[src/hdl/bclru_pkg.sv]
`timescale 1ns / 1ps
`default_nettype none
package bclru_pkg;

  localparam int NUM_BUFFERS_DEF = 32;
  localparam int DEV_W  = 16;
  localparam int BLK_W  = 32;
  localparam int CNT_W  = 8;
  localparam int SLOT_W = 5;
  localparam int OP_W   = 2;
  localparam int STAT_W = 2;

  localparam logic [CNT_W-1:0] CNT_MAX = '1;

  typedef enum logic [OP_W-1:0] {
    OP_GET,
    OP_RELEASE,
    OP_PIN,
    OP_UNPIN
  } op_t;

  typedef enum logic [STAT_W-1:0] {
    ST_OK,
    ST_NO_FREE,
    ST_UNDERFLOW,
    ST_OVERFLOW
  } status_t;

  typedef struct packed {
    logic [DEV_W-1:0] device;
    logic [BLK_W-1:0] block_number;
    logic [CNT_W-1:0] count;
    logic             cv;
  } entry_t;

  typedef enum logic [1:0] {
    RD_NONE,
    RD_SCAN,
    RD_SLOT,
    RD_SWEEP
  } rd_mode_t;

  typedef struct packed {
    rd_mode_t rd_mode;
    logic     load_req;
    logic     get_commit;
    logic     out_load;
  } dp_cmd_t;

  typedef struct packed {
    logic is_get;
    logic in_range;
    logic scan_last;
    logic sweep_needed;
    logic out_free;
  } dp_stat_t;

  typedef enum logic [3:0] {
    S_IDLE,
    S_SCAN,
    S_SCAN_END,
    S_GET_FIN,
    S_SLOT_RD,
    S_SLOT_CHK,
    S_SWEEP,
    S_SWEEP_END,
    S_DONE
  } state_t;

endpackage
`default_nettype wire

[src/hdl/bclru_if.sv]
`timescale 1ns / 1ps
`default_nettype none
interface bclru_req_if;
  import bclru_pkg::*;
  logic              valid;
  logic              ready;
  logic [OP_W-1:0]   op;
  logic [DEV_W-1:0]  device;
  logic [BLK_W-1:0]  block_number;
  logic [SLOT_W-1:0] slot_in;

  modport source (output valid, op, device, block_number, slot_in, input ready);
  modport sink (input valid, op, device, block_number, slot_in, output ready);
endinterface

interface bclru_rsp_if;
  import bclru_pkg::*;
  logic              valid;
  logic              ready;
  logic [SLOT_W-1:0] slot_out;
  logic              hit;
  logic              needs_read;
  logic [STAT_W-1:0] status;
  logic [CNT_W-1:0]  ref_count;

  modport source (output valid, slot_out, hit, needs_read, status, ref_count, input ready);
  modport sink (input valid, slot_out, hit, needs_read, status, ref_count, output ready);
endinterface
`default_nettype wire

[src/hdl/bclru_ram.sv]
`timescale 1ns / 1ps
`default_nettype none
module bclru_ram #(
  parameter int WIDTH = 8,
  parameter int DEPTH = 32
) (
  input  wire logic                     clk,
  input  wire logic                     wr_en,
  input  wire logic [$clog2(DEPTH)-1:0] wr_addr,
  input  wire logic [WIDTH-1:0]         wr_data,
  input  wire logic                     rd_en,
  input  wire logic [$clog2(DEPTH)-1:0] rd_addr,
  output logic      [WIDTH-1:0]         rd_data
);

  logic [WIDTH-1:0] mem [DEPTH];

  always_ff @(posedge clk) begin
    if (wr_en) begin
      mem[wr_addr] <= wr_data;
    end
    if (rd_en) begin
      rd_data <= mem[rd_addr];
    end
  end

endmodule
`default_nettype wire

[src/hdl/bclru_ctrl.sv]
`timescale 1ns / 1ps
`default_nettype none
module bclru_ctrl (
  input  wire logic                clk,
  input  wire logic                rst,
  input  wire logic                in_valid,
  output logic                     in_ready,
  input  wire bclru_pkg::dp_stat_t stat,
  output bclru_pkg::dp_cmd_t       cmd
);
  import bclru_pkg::*;

  state_t state, state_next;

  always_ff @(posedge clk) begin
    if (rst) begin
      state <= S_IDLE;
    end else begin
      state <= state_next;
    end
  end

  always_comb begin
    state_next = state;
    in_ready   = 1'b0;
    cmd        = '0;
    cmd.rd_mode = RD_NONE;
    case (state)
      S_IDLE: begin
        in_ready = 1'b1;
        if (in_valid) begin
          cmd.load_req = 1'b1;
          if (stat.is_get) begin
            state_next = S_SCAN;
          end else if (stat.in_range) begin
            state_next = S_SLOT_RD;
          end else begin
            state_next = S_DONE;
          end
        end
      end
      S_SCAN: begin
        cmd.rd_mode = RD_SCAN;
        if (stat.scan_last) begin
          state_next = S_SCAN_END;
        end
      end
      S_SCAN_END: begin
        state_next = S_GET_FIN;
      end
      S_GET_FIN: begin
        cmd.get_commit = 1'b1;
        state_next     = S_DONE;
      end
      S_SLOT_RD: begin
        cmd.rd_mode = RD_SLOT;
        state_next  = S_SLOT_CHK;
      end
      S_SLOT_CHK: begin
        state_next = stat.sweep_needed ? S_SWEEP : S_DONE;
      end
      S_SWEEP: begin
        cmd.rd_mode = RD_SWEEP;
        if (stat.scan_last) begin
          state_next = S_SWEEP_END;
        end
      end
      S_SWEEP_END: begin
        state_next = S_DONE;
      end
      S_DONE: begin
        if (stat.out_free) begin
          cmd.out_load = 1'b1;
          state_next   = S_IDLE;
        end
      end
      default: begin
        state_next = S_IDLE;
      end
    endcase
  end

endmodule
`default_nettype wire

[src/hdl/bclru_dp.sv]
`timescale 1ns / 1ps
`default_nettype none
module bclru_dp #(
  parameter int NUM_BUFFERS = bclru_pkg::NUM_BUFFERS_DEF
) (
  input  wire logic                          clk,
  input  wire logic                          rst,
  input  wire bclru_pkg::dp_cmd_t            cmd,
  output bclru_pkg::dp_stat_t                stat,
  input  wire logic [bclru_pkg::OP_W-1:0]    in_op,
  input  wire logic [bclru_pkg::DEV_W-1:0]   in_device,
  input  wire logic [bclru_pkg::BLK_W-1:0]   in_block_number,
  input  wire logic [bclru_pkg::SLOT_W-1:0]  in_slot,
  output logic                               out_valid,
  input  wire logic                          out_ready,
  output logic      [bclru_pkg::SLOT_W-1:0]  out_slot,
  output logic                               out_hit,
  output logic                               out_needs_read,
  output logic      [bclru_pkg::STAT_W-1:0]  out_status,
  output logic      [bclru_pkg::CNT_W-1:0]   out_ref_count
);
  import bclru_pkg::*;

  localparam int IW = $clog2(NUM_BUFFERS);
  localparam int EW = $bits(entry_t) + IW;
  localparam logic [IW-1:0] LAST_IDX = IW'(NUM_BUFFERS - 1);
  localparam logic [8:0]    NBUF9    = 9'(NUM_BUFFERS);

  // request
  op_t               req_op;
  logic [DEV_W-1:0]  req_dev;
  logic [BLK_W-1:0]  req_blk;
  logic [SLOT_W-1:0] req_slot;
  logic [8:0]        slot_ext;
  logic [IW-1:0]     slot_idx;

  // entry store
  logic [NUM_BUFFERS-1:0] ent_valid;
  logic                   wr_en;
  logic [IW-1:0]          wr_addr;
  logic [EW-1:0]          wr_data;
  logic                   rd_en;
  logic [IW-1:0]          rd_addr;
  logic [EW-1:0]          ram_q;
  rd_mode_t               rd_mode_q;
  logic [IW-1:0]          rd_addr_q;
  entry_t                 rd_entry;
  logic [IW-1:0]          rd_rank;
  logic [IW-1:0]          scan_idx;

  // scan trackers
  logic          hit_found;
  logic [IW-1:0] hit_idx;
  logic [IW-1:0] hit_rank;
  logic [CNT_W-1:0] hit_cnt;
  logic          hit_cv;
  logic          free_found;
  logic [IW-1:0] free_idx;
  logic [IW-1:0] free_rank;
  logic          tag_match;

  // slot op
  logic [CNT_W-1:0] slot_cnt_new;
  status_t          slot_status;
  logic [IW-1:0]    sweep_rank;
  logic [IW-1:0]    sweep_rank_new;
  entry_t           wr_entry;

  // result
  logic [SLOT_W-1:0] res_slot;
  logic              res_hit;
  logic              res_nread;
  status_t           res_status;
  logic [CNT_W-1:0]  res_cnt;
  logic [8:0]        hit_ext;
  logic [8:0]        free_ext;

  assign slot_ext = 9'(req_slot);
  assign slot_idx = slot_ext[IW-1:0];
  assign hit_ext  = 9'(hit_idx);
  assign free_ext = 9'(free_idx);

  assign stat.is_get       = (op_t'(in_op) == OP_GET);
  assign stat.in_range     = (9'(in_slot) < NBUF9);
  assign stat.scan_last    = (scan_idx == LAST_IDX);
  assign stat.out_free     = !out_valid || out_ready;
  assign stat.sweep_needed = (rd_mode_q == RD_SLOT) && (req_op == OP_RELEASE) &&
                             (rd_entry.count == CNT_W'(1));

  always_ff @(posedge clk) begin
    if (cmd.load_req) begin
      req_op   <= op_t'(in_op);
      req_dev  <= in_device;
      req_blk  <= in_block_number;
      req_slot <= in_slot;
    end
  end

  // read side
  assign rd_en   = (cmd.rd_mode != RD_NONE);
  assign rd_addr = (cmd.rd_mode == RD_SLOT) ? slot_idx : scan_idx;

  always_ff @(posedge clk) begin
    if (rst) begin
      scan_idx  <= '0;
      rd_mode_q <= RD_NONE;
    end else begin
      rd_mode_q <= cmd.rd_mode;
      if ((cmd.rd_mode inside {RD_SCAN, RD_SWEEP}) && !stat.scan_last) begin
        scan_idx <= scan_idx + IW'(1);
      end else begin
        scan_idx <= '0;
      end
    end
  end

  always_ff @(posedge clk) begin
    rd_addr_q <= rd_addr;
  end

  // never-written entries read as their reset value
  always_comb begin
    if (ent_valid[rd_addr_q]) begin
      rd_entry = entry_t'(ram_q[EW-1:IW]);
      rd_rank  = ram_q[IW-1:0];
    end else begin
      rd_entry = '0;
      rd_rank  = LAST_IDX - rd_addr_q;
    end
  end

  bclru_ram #(
    .WIDTH (EW),
    .DEPTH (NUM_BUFFERS)
  ) u_ram (
    .clk     (clk),
    .wr_en   (wr_en),
    .wr_addr (wr_addr),
    .wr_data (wr_data),
    .rd_en   (rd_en),
    .rd_addr (rd_addr),
    .rd_data (ram_q)
  );

  // scan trackers
  assign tag_match = (rd_entry.device == req_dev) && (rd_entry.block_number == req_blk);

  always_ff @(posedge clk) begin
    if (cmd.load_req) begin
      hit_found  <= 1'b0;
      free_found <= 1'b0;
    end else if (rd_mode_q == RD_SCAN) begin
      if (tag_match && (!hit_found || rd_rank < hit_rank)) begin
        hit_found <= 1'b1;
        hit_idx   <= rd_addr_q;
        hit_rank  <= rd_rank;
        hit_cnt   <= rd_entry.count;
        hit_cv    <= rd_entry.cv;
      end
      if (rd_entry.count == '0 && (!free_found || rd_rank > free_rank)) begin
        free_found <= 1'b1;
        free_idx   <= rd_addr_q;
        free_rank  <= rd_rank;
      end
    end
  end

  // count update for release, pin, unpin
  always_comb begin
    slot_status  = ST_OK;
    slot_cnt_new = rd_entry.count;
    if (req_op == OP_PIN) begin
      if (rd_entry.count == CNT_MAX) begin
        slot_status = ST_OVERFLOW;
      end else begin
        slot_cnt_new = rd_entry.count + CNT_W'(1);
      end
    end else begin
      if (rd_entry.count == '0) begin
        slot_status = ST_UNDERFLOW;
      end else begin
        slot_cnt_new = rd_entry.count - CNT_W'(1);
      end
    end
  end

  always_comb begin
    if (rd_addr_q == slot_idx) begin
      sweep_rank_new = '0;
    end else if (rd_rank < sweep_rank) begin
      sweep_rank_new = rd_rank + IW'(1);
    end else begin
      sweep_rank_new = rd_rank;
    end
  end

  always_ff @(posedge clk) begin
    if (rd_mode_q == RD_SLOT) begin
      sweep_rank <= rd_rank;
    end
  end

  // write side
  always_comb begin
    wr_en    = 1'b0;
    wr_addr  = rd_addr_q;
    wr_entry = rd_entry;
    wr_data  = {rd_entry, rd_rank};
    case (rd_mode_q)
      RD_SLOT: begin
        wr_en          = 1'b1;
        wr_entry.count = slot_cnt_new;
        wr_data        = {wr_entry, rd_rank};
      end
      RD_SWEEP: begin
        wr_en   = 1'b1;
        wr_data = {rd_entry, sweep_rank_new};
      end
      default: begin
        if (cmd.get_commit) begin
          wr_entry.device       = req_dev;
          wr_entry.block_number = req_blk;
          wr_entry.cv           = 1'b1;
          if (hit_found) begin
            wr_en          = (hit_cnt != CNT_MAX);
            wr_addr        = hit_idx;
            wr_entry.count = hit_cnt + CNT_W'(1);
            wr_data        = {wr_entry, hit_rank};
          end else begin
            wr_en          = free_found;
            wr_addr        = free_idx;
            wr_entry.count = CNT_W'(1);
            wr_data        = {wr_entry, free_rank};
          end
        end
      end
    endcase
  end

  always_ff @(posedge clk) begin
    if (rst) begin
      ent_valid <= '0;
    end else if (wr_en) begin
      ent_valid[wr_addr] <= 1'b1;
    end
  end

  // result
  always_ff @(posedge clk) begin
    if (cmd.load_req) begin
      res_slot   <= in_slot;
      res_hit    <= 1'b0;
      res_nread  <= 1'b0;
      res_status <= ST_OK;
      res_cnt    <= '0;
    end else if (rd_mode_q == RD_SLOT) begin
      res_status <= slot_status;
      res_cnt    <= slot_cnt_new;
    end else if (cmd.get_commit) begin
      if (hit_found) begin
        res_slot <= hit_ext[SLOT_W-1:0];
        res_hit  <= 1'b1;
        if (hit_cnt == CNT_MAX) begin
          res_status <= ST_OVERFLOW;
          res_cnt    <= CNT_MAX;
        end else begin
          res_nread <= !hit_cv;
          res_cnt   <= hit_cnt + CNT_W'(1);
        end
      end else if (free_found) begin
        res_slot  <= free_ext[SLOT_W-1:0];
        res_nread <= 1'b1;
        res_cnt   <= CNT_W'(1);
      end else begin
        res_slot   <= '0;
        res_status <= ST_NO_FREE;
      end
    end
  end

  // output register
  always_ff @(posedge clk) begin
    if (rst) begin
      out_valid <= 1'b0;
    end else if (cmd.out_load) begin
      out_valid <= 1'b1;
    end else if (out_ready) begin
      out_valid <= 1'b0;
    end
  end

  always_ff @(posedge clk) begin
    if (cmd.out_load) begin
      out_slot       <= res_slot;
      out_hit        <= res_hit;
      out_needs_read <= res_nread;
      out_status     <= res_status;
      out_ref_count  <= res_cnt;
    end
  end

endmodule
`default_nettype wire

[src/hdl/block_cache_lru_refcount.sv]
`timescale 1ns / 1ps
`default_nettype none
// Channel | Dir | Payload                               | Handshake
// req     | in  | op, device, block_number, slot_in     | valid/ready
// rsp     | out | slot_out, hit, needs_read, status,    | valid/ready
//         |     | ref_count                             |
// A get scans every entry, one entry read per cycle from the entry RAM, which has separate
// read and write ports; release/pin/unpin read and rewrite one slot; a release that drops
// the count to zero adds a rank sweep over every entry; a slot out of range skips the RAM.
// Reset clears entry valid flags at once: no clearing pass, first item taken right after.
// One item in flight; req is taken again while a finished rsp item waits, and the
// next rsp item stalls in the engine until the output register frees.
module block_cache_lru_refcount #(
  parameter int NUM_BUFFERS = bclru_pkg::NUM_BUFFERS_DEF
) (
  input wire logic  clk,
  input wire logic  rst,
  bclru_req_if.sink req,
  bclru_rsp_if.source rsp
);
  import bclru_pkg::*;

  dp_cmd_t  cmd;
  dp_stat_t stat;

  bclru_ctrl u_ctrl (
    .clk      (clk),
    .rst      (rst),
    .in_valid (req.valid),
    .in_ready (req.ready),
    .stat     (stat),
    .cmd      (cmd)
  );

  bclru_dp #(
    .NUM_BUFFERS (NUM_BUFFERS)
  ) u_dp (
    .clk             (clk),
    .rst             (rst),
    .cmd             (cmd),
    .stat            (stat),
    .in_op           (req.op),
    .in_device       (req.device),
    .in_block_number (req.block_number),
    .in_slot         (req.slot_in),
    .out_valid       (rsp.valid),
    .out_ready       (rsp.ready),
    .out_slot        (rsp.slot_out),
    .out_hit         (rsp.hit),
    .out_needs_read  (rsp.needs_read),
    .out_status      (rsp.status),
    .out_ref_count   (rsp.ref_count)
  );

endmodule
`default_nettype wire

[src/flat_wrapper.sv]
// flat-port wrapper written by rule: the top's interface ports become plain ports
module block_cache_lru_refcount_flat import bclru_pkg::*;
#(
  parameter int NUM_BUFFERS = bclru_pkg::NUM_BUFFERS_DEF
)
  (clk, rst, req_valid, req_op, req_device, req_block_number, req_slot_in, req_ready, rsp_valid, rsp_slot_out, rsp_hit, rsp_needs_read, rsp_status, rsp_ref_count, rsp_ready);
  bclru_req_if req_i ();
  bclru_rsp_if rsp_i ();
  input wire logic clk;
  input wire logic rst;
  input wire logic [$bits(req_i.valid)-1:0] req_valid;
  input wire logic [$bits(req_i.op)-1:0] req_op;
  input wire logic [$bits(req_i.device)-1:0] req_device;
  input wire logic [$bits(req_i.block_number)-1:0] req_block_number;
  input wire logic [$bits(req_i.slot_in)-1:0] req_slot_in;
  output wire logic [$bits(req_i.ready)-1:0] req_ready;
  output wire logic [$bits(rsp_i.valid)-1:0] rsp_valid;
  output wire logic [$bits(rsp_i.slot_out)-1:0] rsp_slot_out;
  output wire logic [$bits(rsp_i.hit)-1:0] rsp_hit;
  output wire logic [$bits(rsp_i.needs_read)-1:0] rsp_needs_read;
  output wire logic [$bits(rsp_i.status)-1:0] rsp_status;
  output wire logic [$bits(rsp_i.ref_count)-1:0] rsp_ref_count;
  input wire logic [$bits(rsp_i.ready)-1:0] rsp_ready;
  assign req_i.valid = req_valid;
  assign req_i.op = req_op;
  assign req_i.device = req_device;
  assign req_i.block_number = req_block_number;
  assign req_i.slot_in = req_slot_in;
  assign req_ready = req_i.ready;
  assign rsp_valid = rsp_i.valid;
  assign rsp_slot_out = rsp_i.slot_out;
  assign rsp_hit = rsp_i.hit;
  assign rsp_needs_read = rsp_i.needs_read;
  assign rsp_status = rsp_i.status;
  assign rsp_ref_count = rsp_i.ref_count;
  assign rsp_i.ready = rsp_ready;
  block_cache_lru_refcount #(.NUM_BUFFERS(NUM_BUFFERS)) u_core (.clk(clk), .rst(rst), .req(req_i), .rsp(rsp_i));
endmodule
[config.mk]
export PLATFORM = sky130hd
export DESIGN_NAME = block_cache_lru_refcount_flat
export DESIGN_NICKNAME = d
export VERILOG_FILES = /design/src/hdl/bclru_pkg.sv /design/src/hdl/bclru_if.sv /design/src/hdl/bclru_ram.sv /design/src/hdl/bclru_ctrl.sv /design/src/hdl/bclru_dp.sv /design/src/hdl/block_cache_lru_refcount.sv /design/src/flat_wrapper.sv
export SDC_FILE = /design/constraint.sdc
export NUM_CORES = 2
export LEC_CHECK = 0
export BUFFER_PORTS_ARGS = -buffer_cell sky130_fd_sc_hd__buf_2
export CORE_MARGIN = 8
export CORE_UTILIZATION = 40
export DETAILED_ROUTE_END_ITERATION = 12
export MAX_ROUTING_LAYER = met4
export PLACE_DENSITY = 0.53
export SKIP_LAST_GASP = 1
export SYNTH_ARGS = -nofsm -noshare
export SYNTH_HDL_FRONTEND = slang
export SYNTH_SLANG_ARGS = --single-unit
[constraint.sdc]
create_clock -name clk -period 6.6 [get_ports clk]
set_input_delay 1.32 -clock clk [delete_from_list [all_inputs] [get_ports clk]]
set_output_delay 1.32 -clock clk [all_outputs]
set_load 0.005 [all_outputs]
After elaboration in Yosys (flattened, before gate mapping)

Memories as Yosys holds them, arrays and structs flattened. A register that Yosys moved wholly into a read port is not among the register bits.
Cells that the tools add are included.

Memories: 1
Logic and storage cells: 176
Memory bits (writable): 1,984
Output and inout port bits: 19
Register bits after elaboration: 174
Bits of input ports: 59

Equality and inequality tests: 32
Add/subtract/negate cells: 6
Mux-type cells: 60
Reductions and logical operators: 38
Bitwise gates (word level): 4
Magnitude comparators: 6

Memories:

| name                  | depth | width | read ports | clocked after memory_dff | write ports | line            | RTL |
|---|---|---|---|---|---|---|---|
| u_core.u_dp.u_ram.mem | 32    | 62    | 1          | 1                        | 1           | bclru_ram.sv:16 | `logic [WIDTH-1:0] mem [DEPTH];` |

Operators with widths:

| cell                | number |
|---|---|
| $pmux 62 s2         | 1 |
| $mux 8              | 8 |
| $mux 62             | 1 |
| $mux 5              | 12 |
| $mux 57             | 1 |
| $eq 32x32->1        | 1 |
| $or 32x32->32       | 1 |
| $pmux 4 s8          | 1 |
| $mux 4              | 5 |
| $mux 1              | 18 |
| $add 8x1->8 const B | 2 |
| $eq 16x16->1        | 1 |
| $eq 4x3->1 const B  | 4 |
| $eq 8x8->1 const B  | 2 |
| $mux 2              | 8 |
| $mux 14             | 1 |
| $lt 5x6->1 const B  | 2 |
| $reduce_and 3->1    | 4 |
| $reduce_bool 2->1   | 6 |
| $add 5x1->5 const B | 2 |
| $eq 2x2->1 const B  | 5 |
| $lt 5x5->1          | 2 |
| $eq 4x2->1 const B  | 2 |
| $eq 8x1->1 const B  | 1 |
| other kinds (29)    | 55 |

Depth between registers and ports, before layout

Depth after elaboration: 9
Depth in mapped cells: 21
Depth with buffers taken out: 16

By module

A second synthesis with hierarchy kept.

Cells, all modules: 5,315
Area total of the unflattened synthesis: 88,075.7 µm²

By module, submodules not included:

| module     | instances | cells each | area an instance (µm²) | seq. area each (µm²) |
|---|---|---|---|---|
| bclru_ram  | 1         | 4,332      | 78,667.9               | 61,438.9 |
| bclru_dp   | 1         | 940        | 9,049.9                | 4,514.3 |
| bclru_ctrl | 1         | 43         | 357.8                  | 80.1 |

Worst setup path after synthesis

No wires, ideal clock.

Path type: register to register
Start point: register u_core.u_ctrl.state[2]
End point: memory u_core.u_dp.u_ram.mem[17][0] (netlist bit), enable pin
Setup time: 0.484 ns
Data arrival time: 4.867 ns
Path slack: 1.249 ns
Cell stages (with the launch flop): 9
Clock period less this slack: 5.351 ns
Buffers on the path: 2
Cells stage by stage: dfxtp_1 -> clkbuf_1 -> nor4bb_1 -> nand2_1 -> clkbuf_1 -> a21oi_1 -> nand2b_1 -> or2_2 -> nor2_1

Cells in the longest elaborated chain, start to end: 6
Elaborated cells between the ends (all ways): 8
Classes of those cells: eq/ne: 1; mux: 7

Ends and longest elaborated chain:

| item                         | line             | RTL |
|---|---|---|
| start, declared              | bclru_ctrl.sv:13 | `state_t state, state_next;` |
| start signal, assigned       | bclru_ctrl.sv:19 | `state <= state_next;` |
| $eq 4x2->1 *                 | bclru_ctrl.sv:28 | `case (state)` |
| $mux 1 *                     | bclru_ctrl.sv:28 |  |
| $mux 1                       | bclru_dp.sv:220  | `if (cmd.get_commit) begin` |
| $mux 1                       | bclru_dp.sv:209  | `case (rd_mode_q)` |
| $mux 1                       | bclru_ram.sv:19  | `if (wr_en) begin` |
| $mux 1 (implied by the code) | bclru_ram.sv:20  | `mem[wr_addr] <= wr_data;` |
| end, declared                | bclru_ram.sv:16  |  |

Every way passes the cells marked *; elsewhere a longest branch is shown, timed or not.

Worst setup path after layout

Start point: register u_core.u_dp.rd_addr_q[1]
End point: memory u_core.u_dp.u_ram.mem[22][1] (netlist bit) (data pin)

Cells in the longest elaborated chain, start to end: 7
Elaborated cells between the ends (all ways): 11
Classes of those cells: add/sub: 2; order compare: 1; eq/ne: 1; mux: 7

Ends and longest elaborated chain:

| item                                             | line                             | RTL |
|---|---|---|
| start, declared                                  | bclru_dp.sv:46                   | `logic [IW-1:0] rd_addr_q;` |
| start signal, assigned                           | bclru_dp.sv:118                  | `rd_addr_q <= rd_addr;` |
| $bmux 1 s5                                       | bclru_dp.sv:123                  | `if (ent_valid[rd_addr_q]) begin` |
| $mux 1 (implied by the code)                     | bclru_dp.sv:123                  |  |
| $mux 5 *                                         | bclru_dp.sv:123                  |  |
| named net u_core.u_dp.rd_rank[1]                 | bclru_dp.sv:48                   | `logic [IW-1:0] rd_rank;` |
| $add 5x1->5 / $lt 5x5->1 (equally long branches) | bclru_dp.sv:191, bclru_dp.sv:190 |  |
| $mux 5                                           | bclru_dp.sv:190                  | `end else if (rd_rank < sweep_rank) begin` |
| $mux 5                                           | bclru_dp.sv:188                  | `if (rd_addr_q == slot_idx) begin` |
| $pmux 62 s2 *                                    | bclru_dp.sv:209                  |  |
| named net u_core.u_dp.u_ram.wr_data[1]           | bclru_ram.sv:10                  | `input wire logic [WIDTH-1:0] wr_data,` |

The timed path passes the listed nets; every way through them passes the cells marked *. The select of a mux whose other input is x is not followed.

==> results.toml <==
[worst_hold_path]
hp-class = "flip-flop to flip-flop"

[synth]
syn_avg_cell_area_um2 = 12.70
yosys.area_share.adder = 0.002240
synthArstFlopShare = 0
yosys.cell_count.top_type = "edfxtp_1"
ys_top_cells_by_area = "edfxtp_1, nand2_1, nand3_1"
synth_top_area_cell = "edfxtp_1"
syn_nets = 7113
synth-edff-count = 2157
synth_xor_area_frac = 0.002940
syn_inst = 7038
synth_compound_area_frac = 0.06129
yosys.area.top_type_share = 0.7247
synth_area_um2 = 89380
synthSimpleGateAreaFrac = 0.1672
netlist_top_cells_count = "edfxtp_1, nand2_1, nand3_1"
synth-seq-cells = 2220
synth_ff_type = "edfxtp_1"
synth_cell_types = 81
synth_top_family_by_area = "simple AND/OR/NAND/NOR gates"
yosysSeqAreaShare = 0.7388
muxShareOfSynthArea = 0.003892
yosys_warnings = 0

[placement]
hpwl_mm = 140.5
portBuffers = 77
gp_congestion = 0.8729
place_ws_ns = 0.8284

[setup_path]
critPathCaptureType = "flip-flop"
critPathBufInv = 0
critPathSlowestCell = "o22ai_2"
critPathRequiredTime_ns = 7.08
crit_fanout = 32
timing.critical_path.max_delay_family = "compound AO/OA/AOI/OAI gates"
cp-start-kind = "flip-flop"
cp_data_arrival_time_ns = 6.40
critical_path_class = "flip-flop to flip-flop"
cpPeakStageDelay_ns = 0.98
crit_chain = "mux4_2, a22o_1, a311o_2, nand2_4, nor2_1, a21oi_1, ha_1, o21ai_0, a41oi_1, a211oi_1, o21ba_1, mux2i_1, o22ai_2"

[sta]
slew_headroom = 0.06043
fmax_ghz = 0.1691
slew_viol_final = 0
rsz0062_at_grt = "false"
finClkSkew_ns = 0.04092
finalSetupTns_ns = 0
tightest_slew_ns = 1.405
setup_violations = 0
final.period_utilization = 0.8963
finalHoldViolCount = 0
layout_min_cycle_time_ns = 5.915
fin_ws_ns = 0.6847

[floorplanning]
die_h_um = 488.7
placement_rows = 173
coreArea_um2 = 222100
die_width_um = 488.7
io_pins = 78
start_util = 0.4024
die-area_um2 = 238800

[routing]
via_per_inst = 5.750
wirelength_mm = 278.9
vias = 58910
drt-pass1-iter-count = 6
drc_errors = 0
drt_iter0_markers = 6749
wl_per_cell_um = 27.23
ant_nets = 0

[global_routing]
grt.busiest_layer = "met2"
grt_start_max_net_pins = 144
antenna_found_initial = 2
use_met2 = 0.3664
grtUsageTotal = 0.2333
grt_pass1_vias = 55630
overflow = 0
use_met1 = 0.3151
grt_pass1_wl_mm = 399.6
met3_usage = 0.03050

[run_status]
status = "finished, final reports clean"

[clock_tree]
clock-sinks = 2220
ctsResizeCount = 0
clk_latency_ns = 0.87
cts_buffer_depth = 3
clk_pin_slew_ns = 0.06
h-tree-depth = 4
cts_root_buffer = "clkbuf_16"
cts.hold.buffers_added = 0
cts_buffers = 227
cts_setup_buffers = 0
tritoncts = "built"

[flow_run]
drv_cap = 0

[layout]
drive_above_1_share = 0.09851
syn_to_final_growth_pct = 13.92
nets = 7149
num-fill-cells = 19810

[pwr]
power.total_mw = 45.93
p_leak_nw = 34.99
powerDensity_nw_per_um2 = 451.1
ir_worst_vdd_v = 0.0003685
## final timing paths
path	startpoint	to	slack, ns	cells past startpoint
setup / recovery	u_core.u_dp.rd_addr_q[1]	u_core.u_dp.u_ram.mem[22][1]	0.68	13
hold / removal	u_core.u_dp.res_slot[3]	u_core.u_dp.out_slot[3]	0.42	0
setup reg to reg	u_core.u_dp.rd_addr_q[1]	u_core.u_dp.u_ram.mem[22][1]	0.68	13
hold reg to reg	u_core.u_dp.res_slot[3]	u_core.u_dp.out_slot[3]	0.42	0
## registers in the layout, summed over array words and instances, names as in the netlist, 4 cells and up
signal,count
u_core.u_ctrl.state,4
u_core.u_dp.ent_valid,32
u_core.u_dp.free_idx,5
u_core.u_dp.free_rank,5
u_core.u_dp.hit_cnt,8
u_core.u_dp.hit_idx,5
u_core.u_dp.hit_rank,5
u_core.u_dp.out_ref_count,8
u_core.u_dp.out_slot,5
u_core.u_dp.rd_addr_q,5
u_core.u_dp.req_blk,32
u_core.u_dp.req_dev,16
u_core.u_dp.req_slot,5
u_core.u_dp.res_cnt,8
u_core.u_dp.res_slot,5
u_core.u_dp.scan_idx,5
u_core.u_dp.sweep_rank,5
u_core.u_dp.u_ram.mem,1984
u_core.u_dp.u_ram.rd_data,62
## worst reg2reg max path, cell delays in order, from the launching register on
cell      delay [ns]
dfxtp_1         0.88
mux4_2          0.62
a22o_1          0.29
a311o_2         0.53
nand2_4         0.23
nor2_1          0.07
a21oi_1         0.50
ha_1            0.35
o21ai_0         0.19
a41oi_1         0.10
a211oi_1        0.36
o21ba_1         0.29
mux2i_1         0.12
o22ai_2         0.98
## stage by stage
stage,utilization,area (um^2),cells,hold WS [ns]
floorplan,-,89380,7038,0.4003
global placement,0.4255,94490,9820,0.4093
detailed placement,0.4255,94490,9820,0.4045
CTS,0.4584,101800,10240,0.4186
global route,0.4584,101800,10240,0.4410
finish,0.4584,101800,10250,0.4181
## routing by layer
layer | vias up | wire, um
met1 | 30100 | 118500
met4 | 0 | 10520
met5 | - | 0
met3 | 473 | 19040
met2 | 2282 | 130900
li1 | 26060 | -
## where the power goes
part | leakage (nW) | switching (mW) | internal (mW)
registers | 20.3 | 0.674 | 18.9
clock network | 3.57 | 5.44 | 7.29
logic | 11.1 | 9.97 | 3.65
## layout by cell type, fill, tap and decap left out, drive strengths merged, types with 6 or more instances in the layout
cell | synthesis | final
edfxtp | 2157 | 2157
nand2 | 2108 | 2108
nand3 | 1026 | 1026
a311oi | 312 | 312
buf | 45 | 285
clkbuf | 433 | 281
and3 | 137 | 137
nor2 | 135 | 135
clkinv | 1 | 105
a31oi | 79 | 79
inv | 63 | 71
a21o | 67 | 67
dfxtp | 63 | 63
o21ai | 63 | 63
a21oi | 62 | 62
nor3 | 27 | 27
xnor2 | 25 | 25
bufinv | 0 | 22
o22ai | 20 | 20
o31ai | 20 | 20
mux2i | 19 | 19
ha | 16 | 16
o21ba | 14 | 14
nand2b | 11 | 11
nor4 | 11 | 11
o211ai | 10 | 10
o32ai | 10 | 10
clkinvlp | 0 | 8
a221oi | 7 | 7
nor2b | 6 | 6
a211oi | 6 | 6
o2bb2ai | 6 | 6
mux4 | 6 | 6
## logic make-up after synthesis
family / Yosys count
XOR/XNOR: 30
adder cells (fa/ha/maj): 16
buffers and inverters: 542
flip-flops: 2220
AO/OA/AOI/OAI: 715
AND/OR/NAND/NOR: 3489
multiplexers: 26
## area by class of cell
| class | count | area (um^2) | share of cell area |
|---|---|---|---|
| sequential | 2220 | 66030 | 0.6486 |
| tap | 2975 | 3722 | 0.03656 |
| timing repair buffer | 285 | 2685 | 0.02637 |
| antenna | 2 | 5.005 | 0.00004916 |
| clock buffer | 281 | 6007 | 0.05900 |
| clock inverter | 142 | 1309 | 0.01285 |
| inverter | 64 | 262.8 | 0.002581 |
| multi-input combinational | 4276 | 21790 | 0.2140 |
(Power assumes the default switching activity.)
